**src/rtl/u8d_pkg.sv**
```systemverilog
// Shared types and constants for the UTF-8 stream decoder.
// No dependencies; imported by the tracker, the emitter and the top level.
`timescale 1ns / 1ps

package u8d_pkg;

   localparam int CODE_W  = 21;
   localparam int COUNT_W = 3;
   localparam int HELD_W  = 2;

   localparam logic [CODE_W-1:0] REPLACEMENT_RESET = 21'h00FFFD;

   localparam logic [COUNT_W-1:0] LEN_NONE = 3'd0;
   localparam logic [COUNT_W-1:0] LEN_ONE  = 3'd1;
   localparam logic [COUNT_W-1:0] LEN_TWO  = 3'd2;
   localparam logic [COUNT_W-1:0] LEN_THREE = 3'd3;
   localparam logic [COUNT_W-1:0] LEN_FOUR = 3'd4;

   // Results caused by one input byte: a run of replacements, then an
   // optional final result.
   typedef struct packed {
      logic [HELD_W-1:0]  rep_count;
      logic               tail_valid;
      logic [CODE_W-1:0]  tail_code;
      logic [COUNT_W-1:0] tail_count;
      logic               tail_bad;
      logic               text_last;
   } job_type;

endpackage

```
**src/rtl/u8d_tracker.sv**
```systemverilog
// Sequence tracker: holds the pending multi-byte sequence and turns each
// accepted byte into a job for the emitter. Depends on u8d_pkg.
`timescale 1ns / 1ps

module u8d_tracker import u8d_pkg::*; (
   input  logic              clock,
   input  logic              reset,
   input  logic              accept,
   input  logic [7:0]        text_byte,
   input  logic              text_last,
   input  logic [CODE_W-1:0] replacement_code,
   output job_type           job
);

   logic [COUNT_W-1:0] expected_ff, expected_in;
   logic [HELD_W-1:0]  held_ff, held_in;
   logic [CODE_W-1:0]  partial_ff, partial_in;

   logic               f_tail_valid;
   logic [CODE_W-1:0]  f_code;
   logic [COUNT_W-1:0] f_count;
   logic               f_bad;
   logic               f_start;
   logic [COUNT_W-1:0] f_len;
   logic [2:0]         f_bits_lo;
   logic [4:0]         f_bits;
   logic               is_cont;
   logic [COUNT_W-1:0] held_sum;
   logic [CODE_W-1:0]  gathered;

   assign is_cont  = (text_byte[7:6] == 2'b10);
   assign held_sum = {1'b0, held_ff} + LEN_ONE;
   assign gathered = {partial_ff[CODE_W-7:0], text_byte[5:0]};
   assign f_bits_lo = text_byte[2:0];

   // Decode of a byte with no sequence pending.
   always_comb begin
      f_tail_valid = 1'b1;
      f_code       = replacement_code;
      f_count      = LEN_ONE;
      f_bad        = 1'b1;
      f_start      = 1'b0;
      f_len        = LEN_NONE;
      f_bits       = '0;
      priority if (!text_byte[7]) begin
         f_code = {13'd0, text_byte};
         f_bad  = 1'b0;
      end else if (text_byte[7:5] == 3'b110) begin
         f_len  = LEN_TWO;
         f_bits = text_byte[4:0];
      end else if (text_byte[7:4] == 4'b1110) begin
         f_len  = LEN_THREE;
         f_bits = {1'b0, text_byte[3:0]};
      end else if (text_byte[7:3] == 5'b11110) begin
         f_len  = LEN_FOUR;
         f_bits = {2'b00, f_bits_lo};
      end else begin
         f_len  = LEN_NONE;
      end
      if (f_len != LEN_NONE && !text_last) begin
         f_tail_valid = 1'b0;
         f_start      = 1'b1;
      end
   end

   always_comb begin
      job         = '0;
      job.text_last = text_last;
      expected_in = expected_ff;
      held_in     = held_ff;
      partial_in  = partial_ff;
      if (expected_ff != LEN_NONE && is_cont) begin
         if (held_sum >= expected_ff) begin
            job.tail_valid = 1'b1;
            job.tail_code  = gathered;
            job.tail_count = expected_ff;
            expected_in    = LEN_NONE;
            held_in        = '0;
            partial_in     = '0;
         end else if (text_last) begin
            job.rep_count = held_sum[HELD_W-1:0];
         end else begin
            held_in    = held_sum[HELD_W-1:0];
            partial_in = gathered;
         end
      end else begin
         if (expected_ff != LEN_NONE) begin
            job.rep_count = held_ff;
         end
         job.tail_valid = f_tail_valid;
         job.tail_code  = f_code;
         job.tail_count = f_count;
         job.tail_bad   = f_bad;
         expected_in    = f_len;
         held_in        = f_start ? 2'd1 : 2'd0;
         partial_in     = {16'd0, f_bits};
         if (!f_start) begin
            expected_in = LEN_NONE;
            partial_in  = '0;
         end
      end
      if (text_last) begin
         expected_in = LEN_NONE;
         held_in     = '0;
         partial_in  = '0;
      end
   end

   always_ff @(posedge clock) begin
      if (reset) begin
         expected_ff <= LEN_NONE;
         held_ff     <= '0;
         partial_ff  <= '0;
      end else if (accept) begin
         expected_ff <= expected_in;
         held_ff     <= held_in;
         partial_ff  <= partial_in;
      end
   end

endmodule

```
**src/rtl/u8d_emitter.sv**
```systemverilog
// Result register: holds the job of the last accepted byte and hands out
// its results one transaction at a time. Depends on u8d_pkg.
`timescale 1ns / 1ps

module u8d_emitter import u8d_pkg::*; (
   input  logic               clock,
   input  logic               reset,
   input  logic               load,
   input  job_type            job_in,
   input  logic [CODE_W-1:0]  replacement_code,
   output logic               take_ready,
   output logic               rsp_valid,
   input  logic               rsp_ready,
   output logic [CODE_W-1:0]  rsp_code_point,
   output logic [COUNT_W-1:0] rsp_byte_count,
   output logic               rsp_malformed,
   output logic               rsp_run_last,
   output logic               rsp_text_end
);

   job_type job_ff;
   logic    busy;
   logic    final_result;
   logic    reps_left;

   assign reps_left    = (job_ff.rep_count != '0);
   assign busy         = reps_left || job_ff.tail_valid;
   assign final_result = busy && (!reps_left ||
                         (job_ff.rep_count == 2'd1 && !job_ff.tail_valid));
   assign take_ready   = !busy || (rsp_ready && final_result);

   assign rsp_valid      = busy;
   assign rsp_code_point = reps_left ? replacement_code : job_ff.tail_code;
   assign rsp_byte_count = reps_left ? LEN_ONE : job_ff.tail_count;
   assign rsp_malformed  = reps_left ? 1'b1 : job_ff.tail_bad;
   assign rsp_run_last   = final_result;
   assign rsp_text_end   = final_result && job_ff.text_last;

   always_ff @(posedge clock) begin
      if (reset) begin
         job_ff.rep_count  <= '0;
         job_ff.tail_valid <= 1'b0;
      end else if (load) begin
         job_ff <= job_in;
      end else if (rsp_valid && rsp_ready) begin
         if (reps_left) begin
            job_ff.rep_count <= job_ff.rep_count - 2'd1;
         end else begin
            job_ff.tail_valid <= 1'b0;
         end
      end
   end

   a_end_is_run_last: assert property (@(posedge clock) disable iff (reset)
      rsp_valid && rsp_text_end |-> rsp_run_last)
      else $error("text end flagged on a result that does not close its run");

   a_malformed_one_byte: assert property (@(posedge clock) disable iff (reset)
      rsp_valid && rsp_malformed |-> rsp_byte_count == LEN_ONE)
      else $error("replacement result stands for more than one byte");

   a_count_range: assert property (@(posedge clock) disable iff (reset)
      rsp_valid |-> (rsp_byte_count != LEN_NONE && rsp_byte_count <= LEN_FOUR))
      else $error("byte count out of range");

   a_drain_empty: assert property (@(posedge clock) disable iff (reset)
      rsp_valid && rsp_ready && rsp_run_last && !load |=> !rsp_valid)
      else $error("results remain after the final result of a run");

endmodule

```
**src/rtl/utf8_stream_decoder.sv**
```systemverilog
// Top level of the UTF-8 stream decoder: configuration register, sequence
// tracker and result register. Depends on u8d_pkg, u8d_tracker, u8d_emitter.
`timescale 1ns / 1ps

// Usage:
// The req_ channel carries one byte of UTF-8 text per transaction, with
// req_text_last set on the final byte of the text. The rsp_ channel carries
// decoded code points; rsp_run_last marks the final result caused by one
// byte and rsp_text_end the final result of the whole text. A byte may cause
// no result (a lead byte or an unfinished continuation) or up to four
// results (replacements for held bytes, then the breaking byte itself).
// The csr_ channel writes the replacement code; it is always ready and is
// meant to be written while the decoder is idle.
// Latency: a result appears in the cycle after its byte is accepted.
// Throughput: one byte per cycle while each byte causes at most one result;
// a byte that causes several results holds the result register until all are
// taken, and the next byte is taken in the cycle its final result is taken.
// A stalled receiver holds the result register, and new bytes wait for as
// long as it holds results. Synchronous reset clears the pending sequence
// and the result register and sets the replacement code to U+FFFD.

module utf8_stream_decoder import u8d_pkg::*; (
   input  logic               clock,
   input  logic               reset,
   input  logic               req_valid,
   output logic               req_ready,
   input  logic [7:0]         req_text_byte,
   input  logic               req_text_last,
   output logic               rsp_valid,
   input  logic               rsp_ready,
   output logic [CODE_W-1:0]  rsp_code_point,
   output logic [COUNT_W-1:0] rsp_byte_count,
   output logic               rsp_malformed,
   output logic               rsp_run_last,
   output logic               rsp_text_end,
   input  logic               csr_valid,
   output logic               csr_ready,
   input  logic [CODE_W-1:0]  csr_replacement_code
);

   logic [CODE_W-1:0] replacement_ff;
   logic              accept;
   job_type           job;

   assign csr_ready = 1'b1;
   assign accept    = req_valid && req_ready;

   always_ff @(posedge clock) begin
      if (reset) begin
         replacement_ff <= REPLACEMENT_RESET;
      end else if (csr_valid && csr_ready) begin
         replacement_ff <= csr_replacement_code;
      end
   end

   u8d_tracker tracker (
      .clock            (clock),
      .reset            (reset),
      .accept           (accept),
      .text_byte        (req_text_byte),
      .text_last        (req_text_last),
      .replacement_code (replacement_ff),
      .job              (job)
   );

   u8d_emitter emitter (
      .clock            (clock),
      .reset            (reset),
      .load             (accept),
      .job_in           (job),
      .replacement_code (replacement_ff),
      .take_ready       (req_ready),
      .rsp_valid        (rsp_valid),
      .rsp_ready        (rsp_ready),
      .rsp_code_point   (rsp_code_point),
      .rsp_byte_count   (rsp_byte_count),
      .rsp_malformed    (rsp_malformed),
      .rsp_run_last     (rsp_run_last),
      .rsp_text_end     (rsp_text_end)
   );

endmodule

```
**config.mk**
```make
export PLATFORM = sky130hd
export DESIGN_NAME = utf8_stream_decoder
export DESIGN_NICKNAME = d
export VERILOG_FILES = /design/src/rtl/u8d_pkg.sv /design/src/rtl/u8d_tracker.sv /design/src/rtl/u8d_emitter.sv /design/src/rtl/utf8_stream_decoder.sv
export SDC_FILE = /design/constraint.sdc
export NUM_CORES = 1
export LEC_CHECK = 0
export BUFFER_PORTS_ARGS = -buffer_cell sky130_fd_sc_hd__buf_4
export CORE_MARGIN = 3
export CORE_UTILIZATION = 40
export DETAILED_ROUTE_END_ITERATION = 16
export SLEW_MARGIN = 20
export SYNTH_ARGS = -nofsm -noshare
export SYNTH_HDL_FRONTEND = slang
export SYNTH_SLANG_ARGS = --single-unit
```
**constraint.sdc**
```tcl
create_clock -name clock -period 3.36 [get_ports clock]
set_input_delay 0.336 -clock clock [delete_from_list [all_inputs] [get_ports clock]]
set_output_delay 0.336 -clock clock [all_outputs]
set_load 0.005 [all_outputs]
```
### After elaboration in Yosys (flattened, before gate mapping)

Index checks and enable logic that the tools add are counted.

* output and inout port bits: 30
* bits of input ports: 35
* word-level logic and storage cells: 83
* flip-flop bits (word level): 70

* muxes and demuxes: 36
* reductions and logical operators: 25
* $add $sub $neg: 2
* bitwise operators: 1
* $lt $le $gt $ge: 1
* equality and inequality tests: 7

Operator list (count)
* $mux W15: 3
* $mux W21: 2
* $mux W3: 12
* $mux W27: 1
* $mux W25: 1
* $mux W5: 4
* $mux W2: 7
* $reduce_and A2 Y1: 5
* $logic_and A1 B1 Y1: 8
* $mux W1: 6
* $reduce_bool A2 Y1: 3
* $reduce_bool A3 Y1: 2
* $eq A5 B5 Y1 const B: 1
* $eq A4 B4 Y1 const B: 1
* $logic_not A1 Y1: 4
* $add A2 B1 Y3 const B: 1
* $eq A3 B3 Y1 const B: 1
* $ge A3 B3 Y1: 1
* $logic_or A1 B1 Y1: 3
* $ne A3 B3 Y1 const B: 1
* $eq A2 B1 Y1 const B: 1
* $eq A2 B2 Y1 const B: 1
* $ne A2 B2 Y1 const B: 1
* $sub A2 B1 Y2 const B: 1
* $not A1 Y1: 1

### Depth between registers and ports, before layout

* depth in word-level cells: 11
* mapped depth: 8
* depth with buffers taken out: 7

### By module

A second synthesis with hierarchy kept.

* cells, all modules: 290
* area total of the unflattened synthesis: 3397.0 um^2

Modules (own cells, without submodules)
* u8d_emitter: cells an instance 83, area each 1310.0 um^2, sequential area each 840.8 um^2, instances 1
* u8d_tracker: cells an instance 136, area each 1278.7 um^2, sequential area each 400.4 um^2, instances 1
* utf8_stream_decoder: cells an instance 71, area each 808.3 um^2, sequential area each 420.4 um^2, instances 1

### Worst setup path before layout

OpenSTA, ideal clock, no wires.

* path type: register -> register
* start: register emitter.job_ff[27] (netlist bit)
* end: register emitter.job_ff[0] (netlist bit) (enable)
* period minus slack after synthesis: 2.460 ns
* path buffers: 0
* cell stages (with the launch flop): 6
* required time: 2.951 ns
* data arrival time: 2.051 ns
* setup time: 0.409 ns
* slack: 0.900 ns
* cells stage by stage: dfxtp_1 -> inv_1 -> ha_1 -> nor2b_1 -> o31ai_1 -> nor2_1

* cells in the longest elaborated chain, start to end: 8
* elaborated cells between the ends (all ways): 12
* those cells by class: 1 x eq/ne; 11 x reduce/logical

RTL lines
* start: declaration: line u8d_emitter.sv:21 `job_type job_ff;`
* start signal: assignment: line u8d_emitter.sv:44 `job_ff <= job_in;`
* $eq A2 B1 Y1 or $reduce_bool A2 Y1 (tied branches): line u8d_emitter.sv:29, u8d_emitter.sv:26
* $logic_and A1 B1 Y1 or $logic_not A1 Y1 (tied branches): line u8d_emitter.sv:29, u8d_emitter.sv:28
* $logic_or A1 B1 Y1: line u8d_emitter.sv:28 `assign final_result = busy && (!reps_left ||`
* $logic_and A1 B1 Y1: line u8d_emitter.sv:28
* $logic_and A1 B1 Y1: line u8d_emitter.sv:30 `assign take_ready = !busy || (rsp_ready && final_result);`
* $logic_or A1 B1 Y1 (*): line u8d_emitter.sv:30
* $logic_and A1 B1 Y1 (*): line utf8_stream_decoder.sv:46 `assign accept = req_valid && req_ready;`
* $reduce_and A2 Y1 (no source line) (*)

Mark *: on every way between the ends. The rest lies on a longest branch, timed or not.
A chain may end at the register's enable or synchronous reset.

### Worst setup path after layout

* start: register emitter.job_ff[27] (netlist bit)
* end: output port rsp_code_point[0]

* cells in the longest elaborated chain, start to end: 2

RTL lines
* $reduce_bool A2 Y1: line u8d_emitter.sv:26 `assign reps_left = (job_ff.rep_count != '0);`
* $mux W21: line u8d_emitter.sv:33 `assign rsp_code_point = reps_left ? replacement_code : job_ff.tail_code;`
* end: declaration: line utf8_stream_decoder.sv:31 `output logic [CODE_W-1:0] rsp_code_point,`

No other way between the ends.

==> out/qor.csv <==
metric;value;unit
r2r endpoint;emitter.job_ff[0];
antenna violations before repair;0;
CP startpoint kind;flip-flop;
Max H-tree Level;3;
combined area of the multi-input logic cells;0.00147;mm^2
count of flip-flops with a built-in enable after synthesis;26;
final standard cell area without fillers;0.00401;mm^2
cell mode on critical path;buf_4;
Reg-to-Reg Start;emitter.job_ff[27];
result of the run;finished, final reports clean;
number of cells on the worst hold path;2;
largest net degree at the start of global routing;37;
post-cts sizing count;0;
Sequential cell area;0.00166;mm^2
most frequent cells in the layout;buf_4 (67), dfxtp_1 (44), a22o_1 (31);
post-synthesis register bit count;70;
I/O pins;65;
cts bufs inserted;9;
Yosys cell types;51;
Clock Latency Late Sink;0.34;ns
n_diodes;0;
slowest CP cell;ha_1;
worst clock skew;0.0118;ns
# DRC;0;
starting density of the core;41.6;%
first-pass GRT wire length;12.2;mm
area share of the largest cell type after synthesis;27.1;%
vias;2429;
reg2reg path depth;6;
worst slew margin relative to its limit;53.1;%
routability congestion estimate;0.816;
Die ar.;0.00924;mm^2
area of the core region;0.00781;mm^2
maximum number of buffers from clock root to sink;2;
final-layout fill cell count;737;
reg-to-reg slack, setup;0.85;ns
endpoint of the worst hold path;replacement_ff[14];
Worst Setup Path Type;reg2out;
Least-Margin Pin Slew;0.704;ns
number of nets in the synthesized netlist;323;
cell types occupying the most area after synthesis;dfxtp_1 (27%), edfxtp_1 (24%), a22o_1 (8.4%), mux2_2 (7.3%), a211o_1 (4.0%);
worst IR drop on VDD;197;uV
data required time at the worst endpoint;3.02;ns
DR WL/cell;17.1;um
synthesized netlist cell count;282;
pwr dens;508;mW/mm^2
synthesized cell area;0.00325;mm^2
standard cell area after detailed placement;0.00382;mm^2
vias in the first global route;2351;
remaining antenna violation count after routing;0;
CP Capture Type;primary output;
leftover overflow at the end of global routing;0;
max-cap violations;0;
final critical-path required period;2.59;ns
peak per-stage delay on the critical path;0.61;ns
Sum Neg Setup Slack;0;ns
endpoints failing setup;0;
max-slew violation count;0;
crit path max fanout;18;
Synth async-reset ratio;0;%
final cycle utilization of the critical path;77.0;%
fraction of final layout cells sized beyond drive strength 1;31.4;%
Crit path arrival time;2.25;ns
post-CTS repair timing setup buffer count;0;
warning count from the yosys run;0;
Post-synth top flop;dfxtp_1;
clock tree from TritonCTS;done;
clock-pin slew on the worst setup and hold paths;0.08;ns
drt first-iter violations;136;
Layout Area Growth over Synthesis;23.4;%
total wirelength of the detailed-routed design;7.74;mm
Fin. Hold Viols;0;
post-detail-place hpwl;5.45;mm
Tightest Hold Check Type;in2reg;
post-detailed-route via-to-cell ratio;5.37;
Max Clk Rate;0.387;GHz
Cell Chain, Critical Path;inv_1 -> ha_1 -> buf_4 -> mux2_2 -> buf_4;
Hold Buf Count CTS;0;
leading cell type in the layout, fill and taps excluded;buf_4;
number of buffers inserted by port buffering;63;
buffers plus inverters on the worst setup path;3;
leakage power summed over all cells;0.00161;uW
Hold Crit Start;csr_replacement_code[14];
sequential element share of the synthesized area;51.1;%
clk root buf;clkbuf_8;
Tot GR Track Use;17.5;%
number of iterations in the first detailed-routing pass;5;
dominant cell type by area after synthesis;dfxtp_1;
Num Clock Sinks;70;
final net count;386;
number of core rows;32;
average instance area after synthesis;11.5;um^2
unrepaired setup endpoints after global routing;no;
delay-heaviest family, CP;adder cells;
width of the chip;96.1;um
Die Ht;96.1;um
final cells by class:
| class | instances | share of cell area (%) |
|---|---|---|
| Multi-Input combinational cell | 187 | 36.7 |
| Clock inverter | 3 | 1.09 |
| Timing Repair Buffer | 68 | 13.0 |
| Inverter | 9 | 0.842 |
| Tap cell | 102 | 3.18 |
| Sequential cell | 70 | 41.4 |
| Clock buffer | 13 | 3.71 |
flip-flops by register name (all words and copies together), names as in the netlist:
name / count
tracker.held_ff: 2
replacement_ff: 21
tracker.partial_ff: 15
emitter.job_ff: 29
tracker.expected_ff: 3
worst max-delay path by stage:
stage	depth (start not counted)	slack (ns)	end	from
after floorplan	5	0.90	emitter.job_ff[0]	emitter.job_ff[27]
after global placement	6	0.96	emitter.job_ff[8]	emitter.job_ff[27]
after detailed placement	6	0.84	emitter.job_ff[0]	emitter.job_ff[27]
after CTS	5	0.75	rsp_code_point[0]	emitter.job_ff[27]
after global routing	5	0.60	rsp_code_point[9]	emitter.job_ff[27]
final	5	0.77	rsp_code_point[0]	emitter.job_ff[27]
logic make-up after synthesis:
group	after synthesis	share of synthesized area (%)
simple gates	76	13.3
mux	30	10.2
compound gates	74	19.3
other cells	1	0.115
buf+inv	25	3.69
fa+ha+maj	6	2.31
flops	70	51.1
per-layer routing:
metal  vias to the layer above  routed length [um]  track usage [%]
met5                         -                   0                0
met4                         0                  51             3.55
met3                         4                 404             5.24
met2                        63                3720             28.3
met1                      1174                3560             23.2
li1                       1188                   -                -
metrics by stage:
step / worst slack [ns] / std cells / util [%] / hold WS (ns) / power, uW
after floorplan: 0.900 / 282 / - / 0.435 / 1200
after global placement: 0.957 / 436 / 48.9 / 0.473 / 1380
after detailed placement: 0.839 / 436 / 48.9 / 0.478 / 1390
after CTS: 0.746 / 452 / 51.4 / 0.177 / 2060
after global routing: 0.600 / 452 / 51.4 / 0.169 / 2140
final: 0.774 / 452 / 51.4 / 0.195 / 2040
cells in the mapped netlist (all sizes together) (2+ instances only):
cell type / instances
o31ai: 2
mux2: 22
ha: 6
and3: 2
nor2: 15
nand3: 5
mux2i: 8
a21oi: 3
clkbuf: 4
nand2b: 6
nor2b: 20
dfxtp: 44
inv: 9
a31oi: 2
a22o: 31
a211o: 15
o31a: 2
a21o: 2
a32o: 4
and2: 4
edfxtp: 26
nand3b: 3
o21ai: 5
nor3: 4
buf: 12
nand2: 9
power breakdown:
part / switching, uW / internal (uW) / total (uW) / leakage [uW]
sequential: 23.3 / 930 / 954 / 0.000602
combinational: 192 / 223 / 414 / 0.000910
clock: 304 / 365 / 669 / 0.0000942
total: 519 / 1520 / 2040 / 0.00161
No activity file was read; power rests on OpenSTA's default activity.
